`src/design/color_distance_soft_key_unit_macros.svh`:
```
// assertion helpers for the rtl
`ifndef COLOR_DISTANCE_SOFT_KEY_UNIT_MACROS_SVH
`define COLOR_DISTANCE_SOFT_KEY_UNIT_MACROS_SVH

// same-cycle implication, quiet during reset
`define CDSK_ASSERT_NOW(label, ante, cons) \
    label: assert property (@(posedge aclk) disable iff (!aresetn) (ante) |-> (cons)) \
        else $error("cdsk same-cycle check failed");

// next-cycle implication, quiet during reset
`define CDSK_ASSERT_NEXT(label, ante, cons) \
    label: assert property (@(posedge aclk) disable iff (!aresetn) (ante) |=> (cons)) \
        else $error("cdsk next-cycle check failed");

`endif

```
`src/design/cdsk_pkg.sv`:
```
`default_nettype none

package cdsk_pkg;

    localparam int FRACTION_BITS = 4;
    localparam int PIX_W   = 8;
    localparam int CFG_W   = 12;
    localparam int IDX_W   = 2;
    localparam int DIST_W  = 14;   // sum of three 12-bit distances, also 3 * limit
    localparam int LUMA_W  = 11;   // 2r + 3g + b
    localparam int NUM_W   = 25;   // luma * margin
    localparam int QUO_W   = 8;
    localparam int LIM18_W = 17;   // 18 * limit
    localparam int DVS_W   = LIM18_W + QUO_W - 1;
    localparam int DIV_CELLS = QUO_W;

    // register indexes
    localparam logic [IDX_W-1:0] REG_TARGET_RED   = 2'd0;
    localparam logic [IDX_W-1:0] REG_TARGET_GREEN = 2'd1;
    localparam logic [IDX_W-1:0] REG_TARGET_BLUE  = 2'd2;
    localparam logic [IDX_W-1:0] REG_DIST_LIMIT   = 2'd3;

    // reset values
    localparam logic [CFG_W-1:0] RST_TARGET_RED   = 12'd3200;
    localparam logic [CFG_W-1:0] RST_TARGET_GREEN = 12'd3488;
    localparam logic [CFG_W-1:0] RST_TARGET_BLUE  = 12'd2832;
    localparam logic [CFG_W-1:0] RST_DIST_LIMIT   = 12'd912;

    typedef struct packed {
        logic [PIX_W-1:0] red;
        logic [PIX_W-1:0] green;
        logic [PIX_W-1:0] blue;
        logic             end_of_frame;
    } cdsk_in_t;

    typedef struct packed {
        logic [PIX_W-1:0] gray;
        logic             frame_done;
    } cdsk_out_t;

    typedef struct packed {
        logic [DIST_W-1:0] gap_sum;
        logic [LUMA_W-1:0] luma;
        logic              eof;
    } cdsk_dist_t;

    typedef struct packed {
        logic [DIST_W-1:0] margin;
        logic [LUMA_W-1:0] luma;
        logic              keyed;
        logic              eof;
    } cdsk_key_t;

    typedef struct packed {
        logic [NUM_W-1:0] rem;
        logic [DVS_W-1:0] dvs;
        logic [QUO_W-1:0] quo;
        logic             keyed;
        logic             eof;
    } cdsk_div_t;

endpackage

`default_nettype wire

```
`src/design/cdsk_dist_cell.sv`:
```
`default_nettype none

module cdsk_dist_cell
    import cdsk_pkg::*;
(
    input  wire logic             aclk,
    input  wire logic             aresetn,
    input  wire logic [CFG_W-1:0] target_red,
    input  wire logic [CFG_W-1:0] target_green,
    input  wire logic [CFG_W-1:0] target_blue,
    input  wire logic             in_valid,
    output logic                  in_ready,
    input  wire cdsk_in_t         in_data,
    output logic                  out_valid,
    input  wire logic             out_ready,
    output cdsk_dist_t            out_data
);

    logic       valid_reg;
    cdsk_dist_t data_reg;
    cdsk_dist_t data_next;

    logic [CFG_W-1:0] red_fx;
    logic [CFG_W-1:0] green_fx;
    logic [CFG_W-1:0] blue_fx;
    logic [CFG_W-1:0] diff_r;
    logic [CFG_W-1:0] diff_g;
    logic [CFG_W-1:0] diff_b;

    // pixel components in target units
    assign red_fx   = CFG_W'({in_data.red,   {FRACTION_BITS{1'b0}}});
    assign green_fx = CFG_W'({in_data.green, {FRACTION_BITS{1'b0}}});
    assign blue_fx  = CFG_W'({in_data.blue,  {FRACTION_BITS{1'b0}}});

    assign diff_r = (red_fx   >= target_red)   ? red_fx   - target_red
                                               : target_red   - red_fx;
    assign diff_g = (green_fx >= target_green) ? green_fx - target_green
                                               : target_green - green_fx;
    assign diff_b = (blue_fx  >= target_blue)  ? blue_fx  - target_blue
                                               : target_blue  - blue_fx;

    always_comb begin
        data_next.gap_sum = DIST_W'(diff_r) + DIST_W'(diff_g) + DIST_W'(diff_b);
        data_next.luma = LUMA_W'({in_data.red, 1'b0}) + LUMA_W'({in_data.green, 1'b0})
                       + LUMA_W'(in_data.green) + LUMA_W'(in_data.blue);
        data_next.eof  = in_data.end_of_frame;
    end

    assign in_ready = !valid_reg || out_ready;

    always_ff @(posedge aclk) begin
        if (!aresetn) begin
            valid_reg <= 1'b0;
        end else if (in_ready) begin
            valid_reg <= in_valid;
        end
    end

    always_ff @(posedge aclk) begin
        if (in_valid && in_ready) begin
            data_reg <= data_next;
        end
    end

    assign out_valid = valid_reg;
    assign out_data  = data_reg;

endmodule

`default_nettype wire

```
`src/design/cdsk_key_cell.sv`:
```
`default_nettype none

module cdsk_key_cell
    import cdsk_pkg::*;
(
    input  wire logic             aclk,
    input  wire logic             aresetn,
    input  wire logic [CFG_W-1:0] dist_limit,
    input  wire logic             in_valid,
    output logic                  in_ready,
    input  wire cdsk_dist_t       in_data,
    output logic                  out_valid,
    input  wire logic             out_ready,
    output cdsk_key_t             out_data
);

    logic      valid_reg;
    cdsk_key_t data_reg;
    cdsk_key_t data_next;

    logic [DIST_W-1:0] limit_x3;

    // mean below limit is the same as sum below three times the limit
    assign limit_x3 = DIST_W'({dist_limit, 1'b0}) + DIST_W'(dist_limit);

    always_comb begin
        data_next.keyed  = in_data.gap_sum < limit_x3;
        data_next.margin = limit_x3 - in_data.gap_sum;
        data_next.luma   = in_data.luma;
        data_next.eof    = in_data.eof;
    end

    assign in_ready = !valid_reg || out_ready;

    always_ff @(posedge aclk) begin
        if (!aresetn) begin
            valid_reg <= 1'b0;
        end else if (in_ready) begin
            valid_reg <= in_valid;
        end
    end

    always_ff @(posedge aclk) begin
        if (in_valid && in_ready) begin
            data_reg <= data_next;
        end
    end

    assign out_valid = valid_reg;
    assign out_data  = data_reg;

endmodule

`default_nettype wire

```
`src/design/cdsk_scale_cell.sv`:
```
`default_nettype none

module cdsk_scale_cell
    import cdsk_pkg::*;
(
    input  wire logic             aclk,
    input  wire logic             aresetn,
    input  wire logic [CFG_W-1:0] dist_limit,
    input  wire logic             in_valid,
    output logic                  in_ready,
    input  wire cdsk_key_t        in_data,
    output logic                  out_valid,
    input  wire logic             out_ready,
    output cdsk_div_t             out_data
);

    logic      valid_reg;
    cdsk_div_t data_reg;
    cdsk_div_t data_next;

    logic [NUM_W-1:0]   product;
    logic [LIM18_W-1:0] limit_x18;

    assign product   = NUM_W'(in_data.luma) * NUM_W'(in_data.margin);
    assign limit_x18 = LIM18_W'({dist_limit, 4'b0000}) + LIM18_W'({dist_limit, 1'b0});

    // divisor is pre-aligned to the top quotient bit
    always_comb begin
        data_next.rem   = in_data.keyed ? product : '0;
        data_next.dvs   = {limit_x18, {(QUO_W-1){1'b0}}};
        data_next.quo   = '0;
        data_next.keyed = in_data.keyed;
        data_next.eof   = in_data.eof;
    end

    assign in_ready = !valid_reg || out_ready;

    always_ff @(posedge aclk) begin
        if (!aresetn) begin
            valid_reg <= 1'b0;
        end else if (in_ready) begin
            valid_reg <= in_valid;
        end
    end

    always_ff @(posedge aclk) begin
        if (in_valid && in_ready) begin
            data_reg <= data_next;
        end
    end

    assign out_valid = valid_reg;
    assign out_data  = data_reg;

endmodule

`default_nettype wire

```
`src/design/cdsk_div_cell.sv`:
```
`default_nettype none

module cdsk_div_cell
    import cdsk_pkg::*;
(
    input  wire logic      aclk,
    input  wire logic      aresetn,
    input  wire logic      in_valid,
    output logic           in_ready,
    input  wire cdsk_div_t in_data,
    output logic           out_valid,
    input  wire logic      out_ready,
    output cdsk_div_t      out_data
);

    logic      valid_reg;
    cdsk_div_t data_reg;
    cdsk_div_t data_next;

    logic             fits;
    logic [NUM_W-1:0] rem_sub;

    // one restoring step: compare, subtract, shift
    assign fits    = in_data.rem >= NUM_W'(in_data.dvs);
    assign rem_sub = fits ? in_data.rem - NUM_W'(in_data.dvs) : in_data.rem;

    always_comb begin
        data_next.rem   = {rem_sub[NUM_W-2:0], 1'b0};
        data_next.dvs   = in_data.dvs;
        data_next.quo   = {in_data.quo[QUO_W-2:0], fits};
        data_next.keyed = in_data.keyed;
        data_next.eof   = in_data.eof;
    end

    assign in_ready = !valid_reg || out_ready;

    always_ff @(posedge aclk) begin
        if (!aresetn) begin
            valid_reg <= 1'b0;
        end else if (in_ready) begin
            valid_reg <= in_valid;
        end
    end

    always_ff @(posedge aclk) begin
        if (in_valid && in_ready) begin
            data_reg <= data_next;
        end
    end

    assign out_valid = valid_reg;
    assign out_data  = data_reg;

endmodule

`default_nettype wire

```
`src/design/color_distance_soft_key_unit.sv`:
```
// soft color key: one rgb pixel in, one gray pixel out, one item per clock sustained
// while the output is not stalled. one cell forms the summed color distance and
// the luma, one compares against three times the limit, one multiplies luma by
// the remaining margin, and eight identical divider cells each settle one
// quotient bit of the division by 18 * limit. every cell holds a full item and
// hands it to its neighbor, so up to 11 items are in flight; each cell accepts
// whenever it is empty or its neighbor takes its item, so bubbles close up while
// the output waits. targets and limit are unsigned 8.4 fixed point; a zero limit
// or a distance at or above the limit gives gray 0.
// write the configuration registers only while no item is in flight.
`default_nettype none

`include "color_distance_soft_key_unit_macros.svh"

module color_distance_soft_key_unit
    import cdsk_pkg::*;
(
    input  wire logic             aclk,
    input  wire logic             aresetn,
    // configuration write port
    input  wire logic             cfg_wr_en,
    input  wire logic [IDX_W-1:0] cfg_index,
    input  wire logic [CFG_W-1:0] cfg_wr_data,
    // pixel input
    input  wire logic             s_valid,
    output logic                  s_ready,
    input  wire cdsk_in_t         s_data,
    // gray output
    output logic                  m_valid,
    input  wire logic             m_ready,
    output cdsk_out_t             m_data
);

    // configuration registers
    logic [CFG_W-1:0] target_red_reg;
    logic [CFG_W-1:0] target_green_reg;
    logic [CFG_W-1:0] target_blue_reg;
    logic [CFG_W-1:0] dist_limit_reg;

    always_ff @(posedge aclk) begin
        if (!aresetn) begin
            target_red_reg   <= RST_TARGET_RED;
            target_green_reg <= RST_TARGET_GREEN;
            target_blue_reg  <= RST_TARGET_BLUE;
            dist_limit_reg   <= RST_DIST_LIMIT;
        end else if (cfg_wr_en) begin
            case (cfg_index)
                REG_TARGET_RED:   target_red_reg   <= cfg_wr_data;
                REG_TARGET_GREEN: target_green_reg <= cfg_wr_data;
                REG_TARGET_BLUE:  target_blue_reg  <= cfg_wr_data;
                REG_DIST_LIMIT:   dist_limit_reg   <= cfg_wr_data;
                default: begin
                end
            endcase
        end
    end

    // front cells
    logic       dist_valid;
    logic       dist_ready;
    cdsk_dist_t dist_data;
    logic       key_valid;
    logic       key_ready;
    cdsk_key_t  key_data;

    // divider chain links, link 0 is the scale cell output
    logic [DIV_CELLS:0] div_valid;
    logic [DIV_CELLS:0] div_ready;
    cdsk_div_t          div_data [DIV_CELLS+1];

    cdsk_dist_cell u_dist (
        .aclk         (aclk),
        .aresetn      (aresetn),
        .target_red   (target_red_reg),
        .target_green (target_green_reg),
        .target_blue  (target_blue_reg),
        .in_valid     (s_valid),
        .in_ready     (s_ready),
        .in_data      (s_data),
        .out_valid    (dist_valid),
        .out_ready    (dist_ready),
        .out_data     (dist_data)
    );

    cdsk_key_cell u_key (
        .aclk       (aclk),
        .aresetn    (aresetn),
        .dist_limit (dist_limit_reg),
        .in_valid   (dist_valid),
        .in_ready   (dist_ready),
        .in_data    (dist_data),
        .out_valid  (key_valid),
        .out_ready  (key_ready),
        .out_data   (key_data)
    );

    cdsk_scale_cell u_scale (
        .aclk       (aclk),
        .aresetn    (aresetn),
        .dist_limit (dist_limit_reg),
        .in_valid   (key_valid),
        .in_ready   (key_ready),
        .in_data    (key_data),
        .out_valid  (div_valid[0]),
        .out_ready  (div_ready[0]),
        .out_data   (div_data[0])
    );

    // one quotient bit per cell, msb first
    for (genvar k = 0; k < DIV_CELLS; k++) begin : g_div
        cdsk_div_cell u_cell (
            .aclk      (aclk),
            .aresetn   (aresetn),
            .in_valid  (div_valid[k]),
            .in_ready  (div_ready[k]),
            .in_data   (div_data[k]),
            .out_valid (div_valid[k+1]),
            .out_ready (div_ready[k+1]),
            .out_data  (div_data[k+1])
        );
    end

    // last divider cell is the output register
    assign m_valid             = div_valid[DIV_CELLS];
    assign div_ready[DIV_CELLS] = m_ready;
    assign m_data.gray         = div_data[DIV_CELLS].keyed ? div_data[DIV_CELLS].quo : '0;
    assign m_data.frame_done   = div_data[DIV_CELLS].eof;

    // an accepted pixel always lands in the first cell
    `CDSK_ASSERT_NEXT(a_accept_lands, s_valid && s_ready, dist_valid)
    // a zero limit never keys a pixel
    `CDSK_ASSERT_NOW(a_zero_limit_unkeyed, key_valid && dist_limit_reg == '0, !key_data.keyed)
    // keyed items carry a nonzero divisor into the chain
    `CDSK_ASSERT_NOW(a_divisor_nonzero, div_valid[0] && div_data[0].keyed, div_data[0].dvs != '0)
    // remainder stays below twice the aligned divisor, so the quotient fits
    `CDSK_ASSERT_NOW(a_rem_bound, div_valid[0] && div_data[0].keyed,
        div_data[0].rem < {div_data[0].dvs, 1'b0})

endmodule

`default_nettype wire

```
`config.mk`:
```
export PLATFORM = sky130hd
export DESIGN_NAME = color_distance_soft_key_unit
export DESIGN_NICKNAME = d
export VERILOG_FILES = /design/src/design/cdsk_pkg.sv /design/src/design/cdsk_dist_cell.sv /design/src/design/cdsk_key_cell.sv /design/src/design/cdsk_scale_cell.sv /design/src/design/cdsk_div_cell.sv /design/src/design/color_distance_soft_key_unit.sv
export VERILOG_INCLUDE_DIRS = /design/src /design/src/design
export SDC_FILE = /design/constraint.sdc
export NUM_CORES = 1
export LEC_CHECK = 0
export ABC_AREA = 1
export BUFFER_PORTS_ARGS = -buffer_cell sky130_fd_sc_hd__buf_4
export CAP_MARGIN = 20
export CORE_ASPECT_RATIO = 0.5
export CORE_UTILIZATION = 45
export DETAILED_ROUTE_END_ITERATION = 12
export GPL_ROUTABILITY_DRIVEN = 0
export SYNTH_ARGS = -nofsm -noshare
export SYNTH_HDL_FRONTEND = slang
export SYNTH_SLANG_ARGS = --single-unit
```
`constraint.sdc`:
```
create_clock -name aclk -period 6.3 [get_ports aclk]
set_input_delay 0.315 -clock aclk [delete_from_list [all_inputs] [get_ports aclk]]
set_output_delay 0.315 -clock aclk [all_outputs]
set_load 0.1 [all_outputs]
```
* Word level (Yosys, flattened, before mapping) *
Cells that the tools add are included.

operators by class
  $add $sub $neg = 21
  multipliers = 1
  magnitude comparators = 12
  equal/unequal tests = 3
  muxes and demuxes = 11
  reductions and logical operators = 38

operators by type and width
  operator                                                         number
  25-bit by 24-bit >= comparator with 1-bit output                 8
  24-bit 2-to-1 mux                                                7
  24-bit subtractor                                                7
  12-bit subtractor                                                6
  12-bit >= comparator                                             3
  12-bit 2-to-1 mux                                                3
  11-bit by 14-bit multiplier with 25-bit output                   1
  11-bit by 8-bit adder with 11-bit output                         2
  16-bit by 13-bit adder with 17-bit output                        1
  13-bit by 12-bit adder with 14-bit output                        1
  14-bit by 12-bit adder with 14-bit output                        1
  14-bit less-than comparator                                      1
  14-bit subtractor                                                1
  12-bit by 12-bit adder with 13-bit output                        1
  1-bit logical AND                                                11
  1-bit zero test                                                  11
  1-bit logical OR                                                 11
  9-bit by 9-bit adder with 10-bit output                          1
  8-bit 2-to-1 mux                                                 1
  2-bit AND reduction                                              4
  2-bit == test, second input constant                             2
  2-bit by 1-bit == test with 1-bit output, second input constant  1
  2-bit zero test                                                  1

storage, ports and cells
  bits in registers = 495
  input port bits = 44
  logic and storage cells = 156

* Logic depth before layout (Yosys ltp) *
  word-level depth = 13
  mapped depth = 26
  depth with buffers taken out = 25

* Modules after synthesis *
A second synthesis with hierarchy kept.

unflattened totals
  cells, all modules = 6,931
  area, all modules = 50,759.9 µm²

modules (own cells, without submodules)
  module                               instances  cells an instance  area each (µm²)  sequential area each (µm²)
  cdsk_div_cell (g_div[0].u_cell ...)  5          550                4,102.7          1,761.7
  cdsk_div_cell (g_div[5].u_cell ...)  3          548                4,131.5          1,761.7
  cdsk_scale_cell                      1          1,017              7,691.1          1,311.3
  cdsk_dist_cell                       1          905                5,814.3          800.8
  cdsk_key_cell                        1          316                2,346.0          830.8
  color_distance_soft_key_unit         1          299                2,000.7          960.9

* Worst setup path before layout *
Ideal clock, no wire load.

  path kind = reg-to-reg
  start point = register u_key.data_reg (netlist bit u_key.out_data[12])
  end point = register u_scale.data_reg (netlist bit u_scale.out_data[58]) (data pin)
  setup time = 0.250 ns
  arrival time = 4.689 ns
  required time = 6.050 ns
  slack = 1.361 ns
  stages on the path, launching flop included = 23
  period minus slack after synthesis = 4.939 ns
  cell sequence = edfxtp_1 clkbuf_1 nand2_1 fa_1 inv_1 fa_1 inv_1 fa_1 inv_1 fa_1 inv_1 fa_1 inv_1 ha_1 nand2_1 nor2_1 inv_1 nor3_1 nand2_1 nand3_1 nand2_1 inv_1 nor2_1

between the ends
  longest elaborated chain between the ends = 1

RTL lines
  item                                            line                   RTL
  from (decl)                                     cdsk_key_cell.sv:18    cdsk_key_t data_reg;
  from (signal assigned)                          cdsk_key_cell.sv:45    data_reg <= data_next;
  11-bit by 14-bit multiplier with 25-bit output  cdsk_scale_cell.sv:24  assign product = NUM_W'(in_data.luma) * NUM_W'(in_data.margin);
  to (signal assigned)                            cdsk_scale_cell.sv:48  data_reg <= data_next;
  to (decl)                                       cdsk_scale_cell.sv:18  cdsk_div_t data_reg;

Every way passes these cells.
A chain may end at the register's enable or synchronous reset.

* Worst setup path after layout *
  start point = register u_key.data_reg (netlist bit u_key.out_data[19])
  end point = register u_scale.data_reg (netlist bit u_scale.out_data[54]) (data pin)

Same word-level chain as after synthesis.

==> impl_results.md <==
* Critical Path Source Type: flop
* H-tree Lvls at 2
* Ys Warns at 0
* Predominant post-synthesis flop cell: edfxtp_1
* Mean cell area of the mapped netlist at 8.41 µm²
* Post-Syn Nets at 4,612
* Worst reg2reg path depth at 21
* Crit path cell chain: nand2_1 -> fa_1 -> inv_1 -> fa_1 -> inv_1 -> fa_1 -> inv_1 -> fa_1 -> inv_1 -> fa_1 -> inv_1 -> ha_1 -> nand2_1 -> nor2_1 -> inv_1 -> nor2_1 -> o21ai_0 -> nand3_1 -> nand2_1 -> nand2_1 -> nor2_1
* Commonest non-fill, non-tap cell in the layout: nand2_1
* Die X at 394 µm
* Core box area at 0.0757 mm²
* Distinct cells, synth at 54
* Residual DRC count at 0
* Tot Pwr at 20,200 µW
* Sequential area share after synthesis at 38.7%
* DR iter-0 viols at 1,778
* GRT Total Usage at 21.4%
* P&R area growth vs syn at 9.26%
* Initial core utilization at 45.8%
* Worst path max stage delay at 0.64 ns
* Most used cell, CP: inv_1
* Vias in the first global route at 26.8k
* Clock tree buffer depth at 3
* Clk slew on worst S/H paths at 0.07 ns
* Final Setup Violations at 0
* Worst vdd ir at 807 µV
* Ports at 55
* Die Area at 0.0782 mm²
* Placed Instances at 5,138
* RSZ-0062 raised after global routing: false
* Final Hold Fails at 0
* FFs w/ async S/R, synth at 0%
* PD cells at 533 mW/mm²
* Clock sink count at 466
* Tightest Pin Transition at 0.950 ns
* Fin crit share at 83.1%
* First-pass GRT wire length at 135,000 µm
* # Max-Cap Violations at 0
* Max reg flops at 311
* Hold Slack at 0.0496 ns
* Yosys top cell area share at 35.3%
* Final min period at 5.24 ns
* Worst setup path end: u_scale.out_data[54]
* Pleak at 0.0182 µW
* CTS buffer count at 46
* CTS root buffer: clkbuf_16
* Status: completed
* WS Path Type: reg2reg
* Setup TNS at 0 ns
* Port Buffers at 54
* Most frequent cells in the layout: 1,022 x nand2_1, 736 x inv_1, 407 x edfxtp_1
* Die Span Y at 198 µm
* Fin Clk Skew at 0.0430 ns
* FP Rows at 71
* Reg2Reg Capture Point: u_scale.out_data[54]
* Antenna Nets Post-Route at 0
* Mapped Cells at 4,122
* Reg2Reg Setup Slack at 1.06 ns
* Post_cts resized at 0
* Synthesis-stage register bit count at 466
* Ant diodes at 0
* Max_slew headroom at 36.7%
* Worst Path Arrival at 5.60 ns
* Final nets at 4,669
* Via density at 5.14
* Worst skew pair latency at 0.63 ns
* Worst path slowest cell: edfxtp_1
* Final HPWL from detailed placement at 66,100 µm
* Fin util at 50.0%
* Routed vias at 26.9k
* Reg-to-Reg Start: u_key.out_data[19]
* CTS tree: built
* DR pass1 iterations at 6
* CP required at 6.66 ns
* Drt total wl at 82,800 µm
* Max Fanout on Critical Path at 11
* Final slew viol count at 0
* Post-Syn Area at 0.0347 mm²
* Remaining Overflow, GRT at 0
* Largest net degree at the start of global routing at 49
* Routed WL per cell at 15.8 µm
* Layout Cells excl Fill at 5,239
* Post-synth EDFFs at 407
* Layout cells sized above 1 at 5.15%
* FMAX at 191 MHz
* Setup crit start: u_key.out_data[19]
* Area leader, netlist: edfxtp_1
* Class of the worst hold path: in2reg
* Critical Path End Type: flop
* Top cells by area, synth: edfxtp_1 35%, ha_1 11%, nand2_1 11%, inv_1 8.0%, fa_1 7.6%
* Antenna violations before repair at 0
per-layer routing:
layer	GRT usage, %	wire (µm)
met1	26.5	36400
met4	6.92	2580
met3	2.81	3370
met5	0	0
met2	38.7	40400
final cells by class:
class / count / area [µm²]
multi-input combinational: 2846 / 18100
clock inverter: 28 / 427
tap: 1022 / 1280
fill: 7203 / 37800
inverter: 741 / 2780
clock buffer: 58 / 1210
timing repair buffer: 78 / 643
sequential: 466 / 13400
critical path, delay by kind of cell (launching register included):
| family | cells | cell delay [ns] |
|---|---|---|
| adders and majority gates | 6 | 2.99 |
| AOI/OAI and AO/OA | 1 | 0.11 |
| DFF | 1 | 0.64 |
| and+or+nand+nor | 8 | 0.89 |
| buffers and inverters | 6 | 0.34 |
cell usage after synthesis (8+ instances only):
library cell  instances
a21o_1               11
a21oi_1             307
buf_2                 9
buf_4                 8
clkbuf_1             38
dfxtp_1              59
edfxtp_1            407
fa_1                131
ha_1                315
inv_1               736
nand2_1            1022
nand2_2              20
nand2_4               9
nand3_1             255
nand3b_1              8
nand4_1              40
nor2_1              257
nor3_1               34
nor4_1               11
o211ai_1             18
o21a_1               13
o21ai_0             156
o21bai_1             10
or2_2                 9
xnor2_1              39
xor2_1              115
worst min path at each step:
stage,startpoint,to,slack [ns],cells after the start
final,cfg_wr_data[1],target_green_reg[1],0.05,3
after detailed placement,g_div[2].u_cell.out_data[0],g_div[3].u_cell.out_data[0],0.40,0
after CTS,cfg_wr_data[0],target_red_reg[0],0.02,3
after global routing,cfg_wr_data[1],target_green_reg[1],0.05,3
after floorplan,u_scale.out_data[0],g_div[0].u_cell.out_data[0],0.40,0
after global placement,u_scale.out_data[0],g_div[0].u_cell.out_data[0],0.40,0
power breakdown:
| group | total (µW) | switching, µW | leakage [µW] | internal (µW) |
|---|---|---|---|---|
| Clock | 3030 | 1270 | 0.000803 | 1750 |
| Combinational | 13000 | 8460 | 0.0132 | 4550 |
| Sequential | 4170 | 280 | 0.00420 | 3890 |
what timing repair did:
action                    CTS  global route
buffers inserted            0             0
hold endpoints to repair   18             0
hold buffers               13             0
per-stage QoR:
step	instance area, µm²	worst slack, ns
after floorplan	34700	1.36
after global placement	36100	1.13
after detailed placement	36100	1.10
after CTS	37800	1.08
after global routing	37900	0.699
final	37900	1.06
logic make-up (layout without fill, tap and decap cells):
family	Yosys count	after routing	synth area share, %
fa+ha+maj	446	446	18.9
simple gates	1699	1699	20.8
compound gates	545	545	8.47
buf+inv	810	905	9.12
mux	2	2	0.0578
xor+xnor	154	154	3.89
flops	466	466	38.7
(Power assumes the default switching activity.)
